**config.mk**
```make
export PLATFORM = sky130hd
export DESIGN_NAME = cached_lock_queue_manager_core
export DESIGN_NICKNAME = d
export VERILOG_FILES = /design/src/design/clqm_pkg.sv /design/src/design/clqm_ctrl.sv /design/src/design/clqm_datapath.sv /design/src/design/cached_lock_queue_manager_core.sv
export SDC_FILE = /design/constraint.sdc
export NUM_CORES = 1
export LEC_CHECK = 0
export BUFFER_PORTS_ARGS = -buffer_cell sky130_fd_sc_hd__buf_4
export CORE_ASPECT_RATIO = 1.5
export CORE_MARGIN = 2
export CORE_UTILIZATION = 60
export CTS_BUF_LIST = sky130_fd_sc_hd__clkbuf_4 sky130_fd_sc_hd__clkbuf_8
export DETAILED_ROUTE_END_ITERATION = 6
export GPL_ROUTABILITY_DRIVEN = 0
export PLACE_DENSITY = 0.86
export SETUP_SLACK_MARGIN = 0.05
export SLEW_MARGIN = 20
export SYNTH_ARGS = -nofsm -noshare
export SYNTH_HDL_FRONTEND = slang
export SYNTH_SLANG_ARGS = --single-unit
```
**constraint.sdc**
```tcl
create_clock -name clk -period 6.4 [get_ports clk]
set_clock_uncertainty 0.15 [all_clocks]
set_input_delay 1.28 -clock clk [delete_from_list [all_inputs] [get_ports clk]]
set_output_delay 1.28 -clock clk [all_outputs]
set_load 0.005 [all_outputs]
```
**src/design/clqm_pkg.sv**
```systemverilog
`timescale 1ns / 1ps
// ----------------------------------------------------------------------------
// clqm_pkg: shared codes and control types for the lock queue manager
// Request kinds, lock state codes, callback kinds and the command/status
// structs between controller and datapath.
// ----------------------------------------------------------------------------
package clqm_pkg;

  // request kinds
  localparam logic OP_ACQUIRE = 1'b0;
  localparam logic OP_RELEASE = 1'b1;

  // lock state codes (code 3 is unused)
  localparam logic [1:0] ST_FREE    = 2'd0;
  localparam logic [1:0] ST_LOCKED  = 2'd1;
  localparam logic [1:0] ST_WAITING = 2'd2;

  // answer to the requester
  localparam logic STATUS_OK    = 1'b0;
  localparam logic STATUS_RETRY = 1'b1;

  // callback kinds
  localparam logic [1:0] NK_NONE   = 2'd0;
  localparam logic [1:0] NK_REVOKE = 2'd1;
  localparam logic [1:0] NK_RETRY  = 2'd2;

  // controller -> datapath commands
  typedef struct packed {
    logic clr_step;  // clear one lock table entry
    logic accept;    // capture request word, read lock entry
    logic load;      // lock entry ready, read queue head
    logic head;      // head word ready, start membership scan
    logic scan;      // compare one queued word
    logic commit;    // write back and present the result
  } ctrl_cmd_t;

  // datapath -> controller status
  typedef struct packed {
    logic clr_last;   // last entry of the clearing pass
    logic need_scan;  // queue membership must be searched
    logic scan_done;  // membership search finished
  } ctrl_sts_t;

endpackage

```
**src/design/clqm_ctrl.sv**
```systemverilog
`timescale 1ns / 1ps
// ----------------------------------------------------------------------------
// clqm_ctrl: sequencing state machine
// Runs the table clearing pass after reset, then steps each request through
// entry read, head read, optional queue scan and write-back.
// ----------------------------------------------------------------------------
module clqm_ctrl (
  input  logic                clk,
  input  logic                rst_n,
  input  logic                start,
  output logic                busy,
  output clqm_pkg::ctrl_cmd_t cmd,
  input  clqm_pkg::ctrl_sts_t sts
);

  typedef enum logic [5:0] {
    S_CLR  = 6'b000001,
    S_IDLE = 6'b000010,
    S_LRD  = 6'b000100,
    S_HEAD = 6'b001000,
    S_SCAN = 6'b010000,
    S_WR   = 6'b100000
  } ctrl_state_t;

  ctrl_state_t state_r, state_nxt;

  // next state
  always_comb begin
    state_nxt = state_r;
    unique case (state_r)
      S_CLR:  if (sts.clr_last) state_nxt = S_IDLE;
      S_IDLE: if (start) state_nxt = S_LRD;
      S_LRD:  state_nxt = S_HEAD;
      S_HEAD: state_nxt = sts.need_scan ? S_SCAN : S_WR;
      S_SCAN: if (sts.scan_done) state_nxt = S_WR;
      S_WR:   state_nxt = S_IDLE;
      default: state_nxt = S_CLR;
    endcase
  end

  always_ff @(posedge clk) begin
    if (!rst_n) begin
      state_r <= S_CLR;
    end else begin
      state_r <= state_nxt;
    end
  end

  // commands
  always_comb begin
    cmd.clr_step = (state_r == S_CLR);
    cmd.accept   = (state_r == S_IDLE) && start;
    cmd.load     = (state_r == S_LRD);
    cmd.head     = (state_r == S_HEAD);
    cmd.scan     = (state_r == S_SCAN);
    cmd.commit   = (state_r == S_WR);
  end

  assign busy = (state_r != S_IDLE);

  // checks
  a_accept_to_load: assert property (@(posedge clk) disable iff (!rst_n)
    (state_r == S_IDLE && start) |=> (state_r == S_LRD))
    else $error("accepted word did not move to entry load");

  a_load_to_head: assert property (@(posedge clk) disable iff (!rst_n)
    (state_r == S_LRD) |=> (state_r == S_HEAD))
    else $error("entry load not followed by head stage");

  a_commit_frees: assert property (@(posedge clk) disable iff (!rst_n)
    cmd.commit |=> !busy)
    else $error("controller still busy after write-back");

endmodule

```
**src/design/clqm_datapath.sv**
```systemverilog
`timescale 1ns / 1ps
// ----------------------------------------------------------------------------
// clqm_datapath: lock table, wait queue store and request decision
// Lock table holds state, holder and queue pointers per lock; the wait store
// holds the queued client ids, QUEUE_DEPTH words per lock.
// ----------------------------------------------------------------------------
module clqm_datapath #(
  parameter int NUM_LOCKS      = 16,
  parameter int QUEUE_DEPTH    = 8,
  parameter int CLIENT_ID_BITS = 8
) (
  input  logic                clk,
  input  logic                rst_n,
  input  clqm_pkg::ctrl_cmd_t cmd,
  output clqm_pkg::ctrl_sts_t sts,
  input  logic                in_op,
  input  logic [3:0]          in_lock_index,
  input  logic [7:0]          in_client_id,
  output logic                out_valid,
  output logic                out_status,
  output logic [1:0]          out_notify_kind,
  output logic [7:0]          out_notify_client,
  output logic                out_queue_full
);

  localparam int LkW   = (NUM_LOCKS > 1) ? $clog2(NUM_LOCKS) : 1;
  localparam int QpW   = (QUEUE_DEPTH > 1) ? $clog2(QUEUE_DEPTH) : 1;
  localparam int CntW  = $clog2(QUEUE_DEPTH + 1);
  localparam int IdW   = CLIENT_ID_BITS;
  localparam int WqN   = NUM_LOCKS * QUEUE_DEPTH;
  localparam int AddrW = (WqN > 1) ? $clog2(WqN) : 1;

  typedef struct packed {
    logic [1:0]      st;
    logic            hv;
    logic [IdW-1:0]  hc;
    logic [QpW-1:0]  head;
    logic [CntW-1:0] cnt;
  } lock_ent_t;

  // queue position wrap: s is below twice the depth
  function automatic logic [QpW-1:0] wrap_pos(input logic [QpW-1:0] base,
                                              input logic [CntW-1:0] off);
    logic [CntW:0] s;
    s = (CntW+1)'(base) + (CntW+1)'(off);
    if (s >= (CntW+1)'(QUEUE_DEPTH)) begin
      s = s - (CntW+1)'(QUEUE_DEPTH);
    end
    return QpW'(s);
  endfunction

  function automatic logic [AddrW-1:0] slot_addr(input logic [LkW-1:0] lk,
                                                 input logic [QpW-1:0] pos);
    return AddrW'(AddrW'(lk) * AddrW'(QUEUE_DEPTH)) + AddrW'(pos);
  endfunction

  // storage
  lock_ent_t      lock_mem [NUM_LOCKS];
  logic [IdW-1:0] wait_mem [WqN];

  lock_ent_t      lk_rd_r;
  logic [IdW-1:0] wq_rd_r;

  // request word and scan registers
  logic            op_r;
  logic [LkW-1:0]  lk_r;
  logic            lk_ok_r;
  logic [IdW-1:0]  id_r;
  logic [IdW-1:0]  hd_r;
  logic            found_r;
  logic [CntW-1:0] rd_off_r;
  logic [CntW-1:0] cmp_off_r;
  logic [LkW-1:0]  clr_idx_r;

  // output registers
  logic            out_valid_r;
  logic            status_r, status_nxt;
  logic [1:0]      nk_r, nk_nxt;
  logic [IdW-1:0]  nc_r, nc_nxt;
  logic            qfull_r, qfull_nxt;

  lock_ent_t       ent_nxt;
  logic            enq;
  logic            wq_full;
  logic            is_head;
  logic            hit;
  logic [CntW-1:0] rd_off;
  logic [AddrW-1:0] wq_raddr;
  logic [AddrW-1:0] wq_waddr;

  // clearing pass counter
  always_ff @(posedge clk) begin
    if (!rst_n) begin
      clr_idx_r <= '0;
    end else if (cmd.clr_step) begin
      clr_idx_r <= clr_idx_r + LkW'(1);
    end
  end

  // lock table: one write port, one registered read port
  always_ff @(posedge clk) begin
    if (cmd.clr_step) begin
      lock_mem[clr_idx_r] <= '0;
    end else if (cmd.commit && lk_ok_r) begin
      lock_mem[lk_r] <= ent_nxt;
    end
    if (cmd.accept) begin
      lk_rd_r <= lock_mem[LkW'(in_lock_index)];
    end
  end

  // request word capture
  always_ff @(posedge clk) begin
    if (cmd.accept) begin
      op_r    <= in_op;
      lk_r    <= LkW'(in_lock_index);
      lk_ok_r <= ({7'd0, in_lock_index} < 11'(NUM_LOCKS));
      id_r    <= IdW'(in_client_id);
    end
  end

  // wait store read: head on load, then successive offsets
  assign rd_off   = cmd.load ? '0 : rd_off_r;
  assign wq_raddr = slot_addr(lk_r, wrap_pos(lk_rd_r.head, rd_off));
  assign wq_waddr = slot_addr(lk_r, wrap_pos(lk_rd_r.head, lk_rd_r.cnt));

  always_ff @(posedge clk) begin
    if (cmd.commit && enq && !wq_full) begin
      wait_mem[wq_waddr] <= id_r;
    end
    if (cmd.load || cmd.head || cmd.scan) begin
      wq_rd_r <= wait_mem[wq_raddr];
    end
  end

  // scan offsets and membership flag
  assign hit = (wq_rd_r == id_r);

  always_ff @(posedge clk) begin
    if (cmd.load) begin
      rd_off_r <= CntW'(1);
    end else if (cmd.head || cmd.scan) begin
      rd_off_r <= rd_off_r + CntW'(1);
    end
    if (cmd.head) begin
      hd_r      <= wq_rd_r;
      cmp_off_r <= CntW'(1);
      found_r   <= 1'b0;
    end else if (cmd.scan) begin
      cmp_off_r <= cmp_off_r + CntW'(1);
      found_r   <= found_r | hit;
    end
  end

  // status to the controller
  always_comb begin
    sts.clr_last  = (clr_idx_r == LkW'(NUM_LOCKS - 1));
    sts.need_scan = lk_ok_r && (op_r == clqm_pkg::OP_ACQUIRE) &&
                    (lk_rd_r.st == clqm_pkg::ST_WAITING) &&
                    !hit && (lk_rd_r.cnt > CntW'(1));
    sts.scan_done = hit || (cmp_off_r == lk_rd_r.cnt - CntW'(1));
  end

  // request decision
  assign is_head = (lk_rd_r.cnt != '0) && (hd_r == id_r);
  assign wq_full = (lk_rd_r.cnt == CntW'(QUEUE_DEPTH));

  always_comb begin
    ent_nxt    = lk_rd_r;
    status_nxt = clqm_pkg::STATUS_OK;
    nk_nxt     = clqm_pkg::NK_NONE;
    nc_nxt     = '0;
    qfull_nxt  = 1'b0;
    enq        = 1'b0;
    if (lk_ok_r) begin
      if (op_r == clqm_pkg::OP_ACQUIRE) begin
        unique case (lk_rd_r.st)
          clqm_pkg::ST_FREE: begin
            ent_nxt.st = clqm_pkg::ST_LOCKED;
            ent_nxt.hv = 1'b1;
            ent_nxt.hc = id_r;
          end
          clqm_pkg::ST_LOCKED: begin
            ent_nxt.st = clqm_pkg::ST_WAITING;
            enq        = 1'b1;
            status_nxt = clqm_pkg::STATUS_RETRY;
            if (lk_rd_r.hv) begin
              nk_nxt = clqm_pkg::NK_REVOKE;
              nc_nxt = lk_rd_r.hc;
            end
          end
          clqm_pkg::ST_WAITING: begin
            if (is_head) begin
              ent_nxt.hv   = 1'b1;
              ent_nxt.hc   = id_r;
              ent_nxt.head = wrap_pos(lk_rd_r.head, CntW'(1));
              ent_nxt.cnt  = lk_rd_r.cnt - CntW'(1);
              if (lk_rd_r.cnt == CntW'(1)) begin
                ent_nxt.st = clqm_pkg::ST_LOCKED;
              end else begin
                nk_nxt = clqm_pkg::NK_REVOKE;
                nc_nxt = id_r;
              end
            end else begin
              status_nxt = clqm_pkg::STATUS_RETRY;
              enq        = !found_r;
            end
          end
          default: begin
            // unused code: no change
          end
        endcase
        // queue insert, dropped when full
        if (enq) begin
          if (wq_full) begin
            qfull_nxt = 1'b1;
          end else begin
            ent_nxt.cnt = lk_rd_r.cnt + CntW'(1);
          end
        end
      end else if (lk_rd_r.hv && (lk_rd_r.hc == id_r)) begin
        if (lk_rd_r.st == clqm_pkg::ST_LOCKED) begin
          ent_nxt.st = clqm_pkg::ST_FREE;
          ent_nxt.hv = 1'b0;
        end else if (lk_rd_r.st == clqm_pkg::ST_WAITING) begin
          ent_nxt.hv = 1'b0;
          if (lk_rd_r.cnt != '0) begin
            nk_nxt = clqm_pkg::NK_RETRY;
            nc_nxt = hd_r;
          end
        end
      end
    end
  end

  // result word registers
  always_ff @(posedge clk) begin
    if (!rst_n) begin
      out_valid_r <= 1'b0;
    end else begin
      out_valid_r <= cmd.commit;
    end
  end

  always_ff @(posedge clk) begin
    if (cmd.commit) begin
      status_r <= status_nxt;
      nk_r     <= nk_nxt;
      nc_r     <= nc_nxt;
      qfull_r  <= qfull_nxt;
    end
  end

  assign out_valid         = out_valid_r;
  assign out_status        = status_r;
  assign out_notify_kind   = nk_r;
  assign out_notify_client = 8'(nc_r);
  assign out_queue_full    = qfull_r;

  // checks
  a_one_word_per_req: assert property (@(posedge clk) disable iff (!rst_n)
    out_valid_r |=> !out_valid_r)
    else $error("result strobe held for more than one cycle");

  a_full_means_retry: assert property (@(posedge clk) disable iff (!rst_n)
    (out_valid_r && qfull_r) |-> (status_r == clqm_pkg::STATUS_RETRY))
    else $error("queue full flagged on a granted request");

  a_scan_only_waiting: assert property (@(posedge clk) disable iff (!rst_n)
    cmd.scan |-> (lk_rd_r.st == clqm_pkg::ST_WAITING))
    else $error("queue scan on a lock that is not waiting");

endmodule

```
**src/design/cached_lock_queue_manager_core.sv**
```systemverilog
`timescale 1ns / 1ps
// Sequence: request capture with lock entry read, queue head read, search of
//   the queued words on a waiting lock (up to QUEUE_DEPTH-1), then write-back and the registered result.
// Throughput: a new request is taken only after write-back; the lock table
//   read-modify-write and the one-word-a-cycle queue search set it.
// Reset: busy stays high while the lock table is cleared.
// Results are strobed for one cycle; the receiver cannot stall.
// ----------------------------------------------------------------------------
// cached_lock_queue_manager_core: lock table with per-lock wait queues
// Grants, queues, revokes and retries lock requests, one result per request.
// ----------------------------------------------------------------------------
module cached_lock_queue_manager_core #(
  parameter int NUM_LOCKS      = 16,
  parameter int QUEUE_DEPTH    = 8,
  parameter int CLIENT_ID_BITS = 8
) (
  input  logic       clk,
  input  logic       rst_n,
  input  logic       start,
  output logic       busy,
  input  logic       in_op,
  input  logic [3:0] in_lock_index,
  input  logic [7:0] in_client_id,
  output logic       out_valid,
  output logic       out_status,
  output logic [1:0] out_notify_kind,
  output logic [7:0] out_notify_client,
  output logic       out_queue_full
);

  clqm_pkg::ctrl_cmd_t cmd;
  clqm_pkg::ctrl_sts_t sts;

  // sequencer
  clqm_ctrl u_ctrl (
    .clk   (clk),
    .rst_n (rst_n),
    .start (start),
    .busy  (busy),
    .cmd   (cmd),
    .sts   (sts)
  );

  // lock table and queues
  clqm_datapath #(
    .NUM_LOCKS      (NUM_LOCKS),
    .QUEUE_DEPTH    (QUEUE_DEPTH),
    .CLIENT_ID_BITS (CLIENT_ID_BITS)
  ) u_datapath (
    .clk               (clk),
    .rst_n             (rst_n),
    .cmd               (cmd),
    .sts               (sts),
    .in_op             (in_op),
    .in_lock_index     (in_lock_index),
    .in_client_id      (in_client_id),
    .out_valid         (out_valid),
    .out_status        (out_status),
    .out_notify_kind   (out_notify_kind),
    .out_notify_client (out_notify_client),
    .out_queue_full    (out_queue_full)
  );

endmodule

```
Word-level counts from Yosys, hierarchy flattened
Memories as Yosys holds them, arrays and structs flattened. A register that Yosys moved wholly into a read port is not among the register bits.
Cells that the tools add are included.

storage, ports and cells
  bits in registers = 53
  RAM bits = 1312
  input port bits = 16
  output and inout port bits = 14
  word-level logic and storage cells = 132
  memories = 2

cells by class
  $add $sub $neg = 13
  $lt $le $gt $ge = 4
  eq/ne operators = 19
  mux-type cells = 57
  bitwise operators = 3
  reduce and logical (&&, ||, !) cells = 20

memory list
  memory               depth  bits a word  read ports  clocked after memory_dff  wr ports  RTL line             RTL
  u_datapath.wait_mem  128    8            1           1                         1         clqm_datapath.sv:59  logic [IdW-1:0] wait_mem [WqN];
  u_datapath.lock_mem  16     18           1           1                         1         clqm_datapath.sv:58  lock_ent_t lock_mem [NUM_LOCKS];

operators with widths
  kind                                                  count
  2-to-1 mux 8 bit                                      8
  2-to-1 mux 18 bit                                     2
  one-hot mux 6 bit (6 select lines)                    1
  == test 8 bit                                         3
  2-to-1 mux 6 bit                                      4
  one-hot mux 9 bit (2 select lines)                    1
  OR reduction 18 bit                                   1
  2-to-1 mux 1 bit                                      17
  adder 4 x 1 -> 4 bit (second input constant)          4
  2-to-1 mux 2 bit                                      8
  2-to-1 mux 4 bit                                      4
  one-hot mux 8 bit (2 select lines)                    1
  2-to-1 mux 15 bit                                     1
  2-to-1 mux 3 bit                                      5
  adder 7 x 3 -> 7 bit                                  2
  adder 3 x 4 -> 5 bit                                  2
  >= comparator 5 x 4 -> 1 bit (second input constant)  2
  subtractor 3 x 1 -> 3 bit (second input constant)     3
  == test 4 bit (second input constant)                 2
  logical AND 1 bit                                     8
  2-to-1 mux 7 bit                                      1
  == test 6 x 1 -> 1 bit (second input constant)        1
  == test 6 x 2 -> 1 bit (second input constant)        1
  == test 6 x 3 -> 1 bit (second input constant)        1
  25 further kinds                                      33

Depth between registers and ports, before layout
  depth after elaboration = 10
  depth in mapped cells = 14
  depth with buffers taken out = 12

By module
Synthesis repeated with hierarchy kept, for this count alone.

unflattened totals
  cell total of the unflattened synthesis = 2439
  area, all modules = 54542.3 um^2

by module, submodules not included
  module         instances  cells each  area an instance (um^2)  seq. area each (um^2)
  clqm_datapath  1          2386        54071.9                  41429.7
  clqm_ctrl      1          53          470.5                    120.1

Worst setup path before layout
OpenSTA, ideal clock, no wires.

  path type = register -> register
  from = reg u_datapath.id_r[0]
  to = mem u_datapath.lock_mem[0][3] (netlist name), data pin
  setup time = 0.291 ns
  arrival = 4.153 ns
  data required time = 5.959 ns
  path slack = 1.805 ns
  stages on the path, launching flop included = 9
  buffers on the path = 1
  clock period less this slack = 4.595 ns
  cell sequence = edfxtp_1 -> clkbuf_2 -> xor2_1 -> nor4_2 -> a31oi_1 -> o211ai_2 -> mux2_2 -> or3_1 -> a21oi_1

on the way
  cells in the longest elaborated chain, start to end = 8
  elaborated cells between the ends (all ways) = 11
  those cells by class = 1 x eq/ne; 9 x mux; 1 x reduce/logical

RTL lines
  what                                                                    RTL line                                    RTL
  start, declared                                                         clqm_datapath.sv:68                         logic [IdW-1:0] id_r;
  start signal, assigned                                                  clqm_datapath.sv:118                        id_r <= IdW'(in_client_id);
  == test 8 bit *                                                         clqm_datapath.sv:165                        assign is_head = (lk_rd_r.cnt != '0) && (hd_r == id_r);
  logical AND 1 bit *                                                     clqm_datapath.sv:165
  2-to-1 mux 1 bit or 2-to-1 mux 18 bit (tied branches)                   clqm_datapath.sv:193                        if (is_head) begin
  one-hot mux 1 bit (2 select lines) or 2-to-1 mux 7 bit (tied branches)  clqm_datapath.sv:177                        unique case (lk_rd_r.st)
  2-to-1 mux 1 bit or 2-to-1 mux 4 bit (tied branches)                    clqm_datapath.sv:176, clqm_datapath.sv:215
  2-to-1 mux 4 bit *                                                      clqm_datapath.sv:214                        if (enq) begin
  2-to-1 mux 15 bit *                                                     clqm_datapath.sv:176                        if (op_r == clqm_pkg::OP_ACQUIRE) begin
  2-to-1 mux 18 bit (no line) *                                           n/a
  end, declared                                                           clqm_datapath.sv:58

Every way passes the cells marked *; elsewhere a longest branch is shown, timed or not. The select of a mux whose other input is x is not followed.

Final worst setup path
  from = reg u_ctrl.state_r[5]
  to = reg u_datapath.wq_rd_r[0], read port of u_datapath.wait_mem, data pin

on the way
  cells in the longest elaborated chain, start to end = 6
  elaborated cells between the ends (all ways) = 11
  those cells by class = 3 x add/sub; 1 x order compare; 3 x eq/ne; 2 x mux; 2 x reduce/logical

RTL lines
  what                                                                       RTL line                                  RTL
  start, declared                                                            clqm_ctrl.sv:25                           ctrl_state_t state_r, state_nxt;
  start signal, assigned                                                     clqm_ctrl.sv:45                           state_r <= state_nxt;
  == test 6 x 3 -> 1 bit                                                     clqm_ctrl.sv:53                           cmd.load = (state_r == S_LRD);
  2-to-1 mux 4 bit                                                           clqm_datapath.sv:123                      assign rd_off = cmd.load ? '0 : rd_off_r;
  adder 3 x 4 -> 5 bit                                                       clqm_datapath.sv:45                       s = (CntW+1)'(base) + (CntW+1)'(off);
  >= comparator 5 x 4 -> 1 bit or subtractor 3 x 1 -> 3 bit (tied branches)  clqm_datapath.sv:46, clqm_datapath.sv:47
  2-to-1 mux 3 bit                                                           clqm_datapath.sv:46                       if (s >= (CntW+1)'(QUEUE_DEPTH)) begin
  adder 7 x 3 -> 7 bit                                                       clqm_datapath.sv:54                       return AddrW'(AddrW'(lk) * AddrW'(QUEUE_DEPTH)) + AddrW'(pos);
  end, declared                                                              clqm_datapath.sv:62                       logic [IdW-1:0] wq_rd_r;

Parallel ways exist; a longest one is shown, timed or not.
A chain may end at the register's enable or synchronous reset.

==> results.sh <==
export IMPL_ioPinCount=30
export IMPL_crit_path_end_kind="flop"
export IMPL_antenna_found_initial=1
export IMPL_grt_pass1_vias=28200
export IMPL_crit_arrival_ns=5.64
export IMPL_synth_most_common_cell="edfxtp_1"
export IMPL_htreeDepth=4
export IMPL_synth_cells=2574
export IMPL_finalNonFillerCells=4006
export IMPL_synth_top_area_share=0.756
export IMPL_startpoint_type="flop"
export IMPL_timing_final_crit_period_ns=5.21
export IMPL_rsz0062_at_grt="false"
export IMPL_dieArea_um2=93200
export IMPL_avgSynthCellArea_um2=21.2
export IMPL_slew_violations=0
export IMPL_hold_buffers=0
export IMPL_synth_edff_count=1371
export IMPL_max_cap_violations=0
export IMPL_grt_start_max_net_pins=113
export IMPL_setup_viol=0
export IMPL_status="completed"
export IMPL_start_util=0.604
export IMPL_syn_nets=2605
export IMPL_grt_usage=0.272
export IMPL_total_power_mw=16.7
export IMPL_grt_pass1_wl_um=183000
export IMPL_synth_warnings=0
export IMPL_crit_fanout=58
export IMPL_placed_cells=3689
export IMPL_cts_clk_slew_worst_paths_ns=0.07
export IMPL_postCtsSetupBuffers=0
export IMPL_cts_sinks=1390
export IMPL_async_reset_ff_frac=0
export IMPL_routed_wl_um=124000
export IMPL_slew_headroom=0.269
export IMPL_cts_tree="done"
export IMPL_placementRows=135
export IMPL_hold_viol_final=0
export IMPL_final_nets=2736
export IMPL_hold_ws_ns=0.345
export IMPL_gr_total_overflow=0
export IMPL_synth_yosys_seq_area_share=0.763
export IMPL_wl_per_cell_um=31.0
export IMPL_drive_gt1_frac=0.262
export IMPL_cts_max_path_buffers=3
export IMPL_hpwl_um=76100
export IMPL_drt_iter0_drc=3386
export IMPL_portBuffers=29
export IMPL_cts_resized=0
export IMPL_die_h_um=373
export IMPL_syn2layout_area_growth_pct=9.56
export IMPL_cts_inserted_buffers=178
export IMPL_p_leak_nw=19.0
export IMPL_ys_top_cells_by_count="edfxtp_1, mux4_2, nor2_1, mux2i_1, clkbuf_1"
export IMPL_drtPass1Iterations=6
export IMPL_synth_distinct_cells=59
export IMPL_yosysTopAreaCell="edfxtp_1"
export IMPL_root_buffer="clkbuf_8"
export IMPL_ant_nets=0
export IMPL_worst_pin_slew_ns=1.09
export IMPL_ir_worst_vdd_uv=298
export IMPL_timing_setup_tns_ns=0
export IMPL_hp_class="reg -> reg"
export IMPL_crit_type="reg -> reg"
export IMPL_ys_ff_latch=1390
export IMPL_viasPerCell=6.77
export IMPL_period_share=0.814
export IMPL_drcViolationCount=0
export IMPL_cp_required_ns=6.83
export IMPL_core_area_um2=90200
export IMPL_insertion_delay_ns=0.87
export IMPL_syn_cell_area_um2=54500
export IMPL_p_per_area_nw_per_um2=280
export IMPL_synthTopCellsByArea="edfxtp_1, mux4_2, mux2i_1"
export IMPL_die_x_um=250
export IMPL_max_freq_mhz=192
export IMPL_via_count=27100
export IMPL_synth_ff_type="edfxtp_1"
final cells by class:
cell class,count,area [µm²]
Antenna cell,1,2.50
Clock buffer,217,2770
Clock inverter,99,691
Fill cell,5321,30500
Inverter,15,56.3
Multi-Input combinational cell,1024,12300
Sequential cell,1390,41500
Tap cell,1164,1460
Timing Repair Buffer,96,812
sequential cells by signal (all words and copies together) (netlist names), 2 cells and up:
register	cells
u_datapath.lk_rd_r	18
u_datapath.lk_r	4
u_datapath.clr_idx_r	4
u_datapath.hd_r	8
u_ctrl.state_r	6
u_datapath.wq_rd_r	8
u_datapath.lock_mem	288
u_datapath.wait_mem	1024
u_datapath.cmp_off_r	4
u_datapath.out_notify_kind	2
u_datapath.out_notify_client	8
u_datapath.rd_off_r	3
u_datapath.id_r	8
worst max-delay path: stages (launching register included):
cell     delay (ns)
dfxtp_1        0.35
or4_4          0.58
or2_2          0.36
and2_1         0.20
ha_4           0.16
inv_1          0.08
fa_4           0.25
xor2_1         0.23
xnor2_2        0.17
buf_12         0.37
buf_4          0.59
mux2i_1        0.31
o22ai_1        0.18
o21ai_1        0.69
nand4_1        0.16
layout by cell type (no fill, tap or decap), types with 7 or more instances in the layout:
master | synthesis | routed
o22ai_1 | 64 | 64
xnor2_1 | 30 | 29
nand4_1 | 15 | 15
ha_1 | 13 | 12
inv_1 | 14 | 14
a22oi_1 | 18 | 18
clkbuf_4 | 0 | 34
a21oi_1 | 14 | 11
edfxtp_1 | 1371 | 1371
xor2_1 | 14 | 14
clkinv_2 | 0 | 23
nor2_4 | 0 | 12
clkbuf_8 | 0 | 183
nand2_1 | 62 | 62
mux2i_1 | 132 | 131
bufinv_16 | 0 | 9
buf_12 | 0 | 7
and2_1 | 8 | 8
o21ai_1 | 32 | 32
nor2_1 | 186 | 169
mux4_2 | 346 | 346
buf_4 | 2 | 88
o21ai_0 | 19 | 19
clkinv_1 | 1 | 57
dfxtp_1 | 19 | 19
routing by layer:
metal	track usage	vias to the layer above	share of wire
li1	-	10900	-
met1	0.318	13900	0.32
met2	0.468	1912	0.53
met3	0.0546	435	0.093
met4	0.161	0	0.067
met5	0	-	0
kinds of logic after synthesis:
group | synth area share
buffers and inverters | 0.0138
AOI/OAI and AO/OA | 0.0194
adders and majority gates | 0.00372
DFF | 0.763
and+or+nand+nor | 0.0255
xor gates and xnor gates | 0.00708
muxes | 0.168
stage by stage:
| step | area, µm² | setup slack (ns) | util |
|---|---|---|---|
| 2_1_floorplan | 54500 | 1.81 | - |
| 3_3_place_gp | 56200 | 1.23 | 0.623 |
| 3_5_place_dp | 56200 | 1.21 | 0.623 |
| 4_1_cts | 59600 | 1.25 | 0.661 |
| 5_1_grt | 59700 | 1.04 | 0.662 |
| 6_report | 59700 | 1.19 | 0.662 |
report_power, final:
| part | internal, mW | total, mW | leakage (nW) | switching (mW) |
|---|---|---|---|---|
| combinational | 0.117 | 0.303 | 4.35 | 0.185 |
| sequential | 9.98 | 10.0 | 12.8 | 0.0363 |
| clock | 3.23 | 6.37 | 1.81 | 3.14 |
path summary, 6_finish.rpt:
path	startpoint	endpoint	slack (ns)	cells past startpoint
setup / recovery	u_ctrl.state_r[5]	u_datapath.wq_rd_r[0]	1.19	14
hold / removal	u_datapath.found_r	u_datapath.found_r	0.35	2
setup reg to reg	u_ctrl.state_r[5]	u_datapath.wq_rd_r[0]	1.19	14
hold reg to reg	u_datapath.found_r	u_datapath.found_r	0.35	2
No activity file was read; power rests on OpenSTA's default activity.
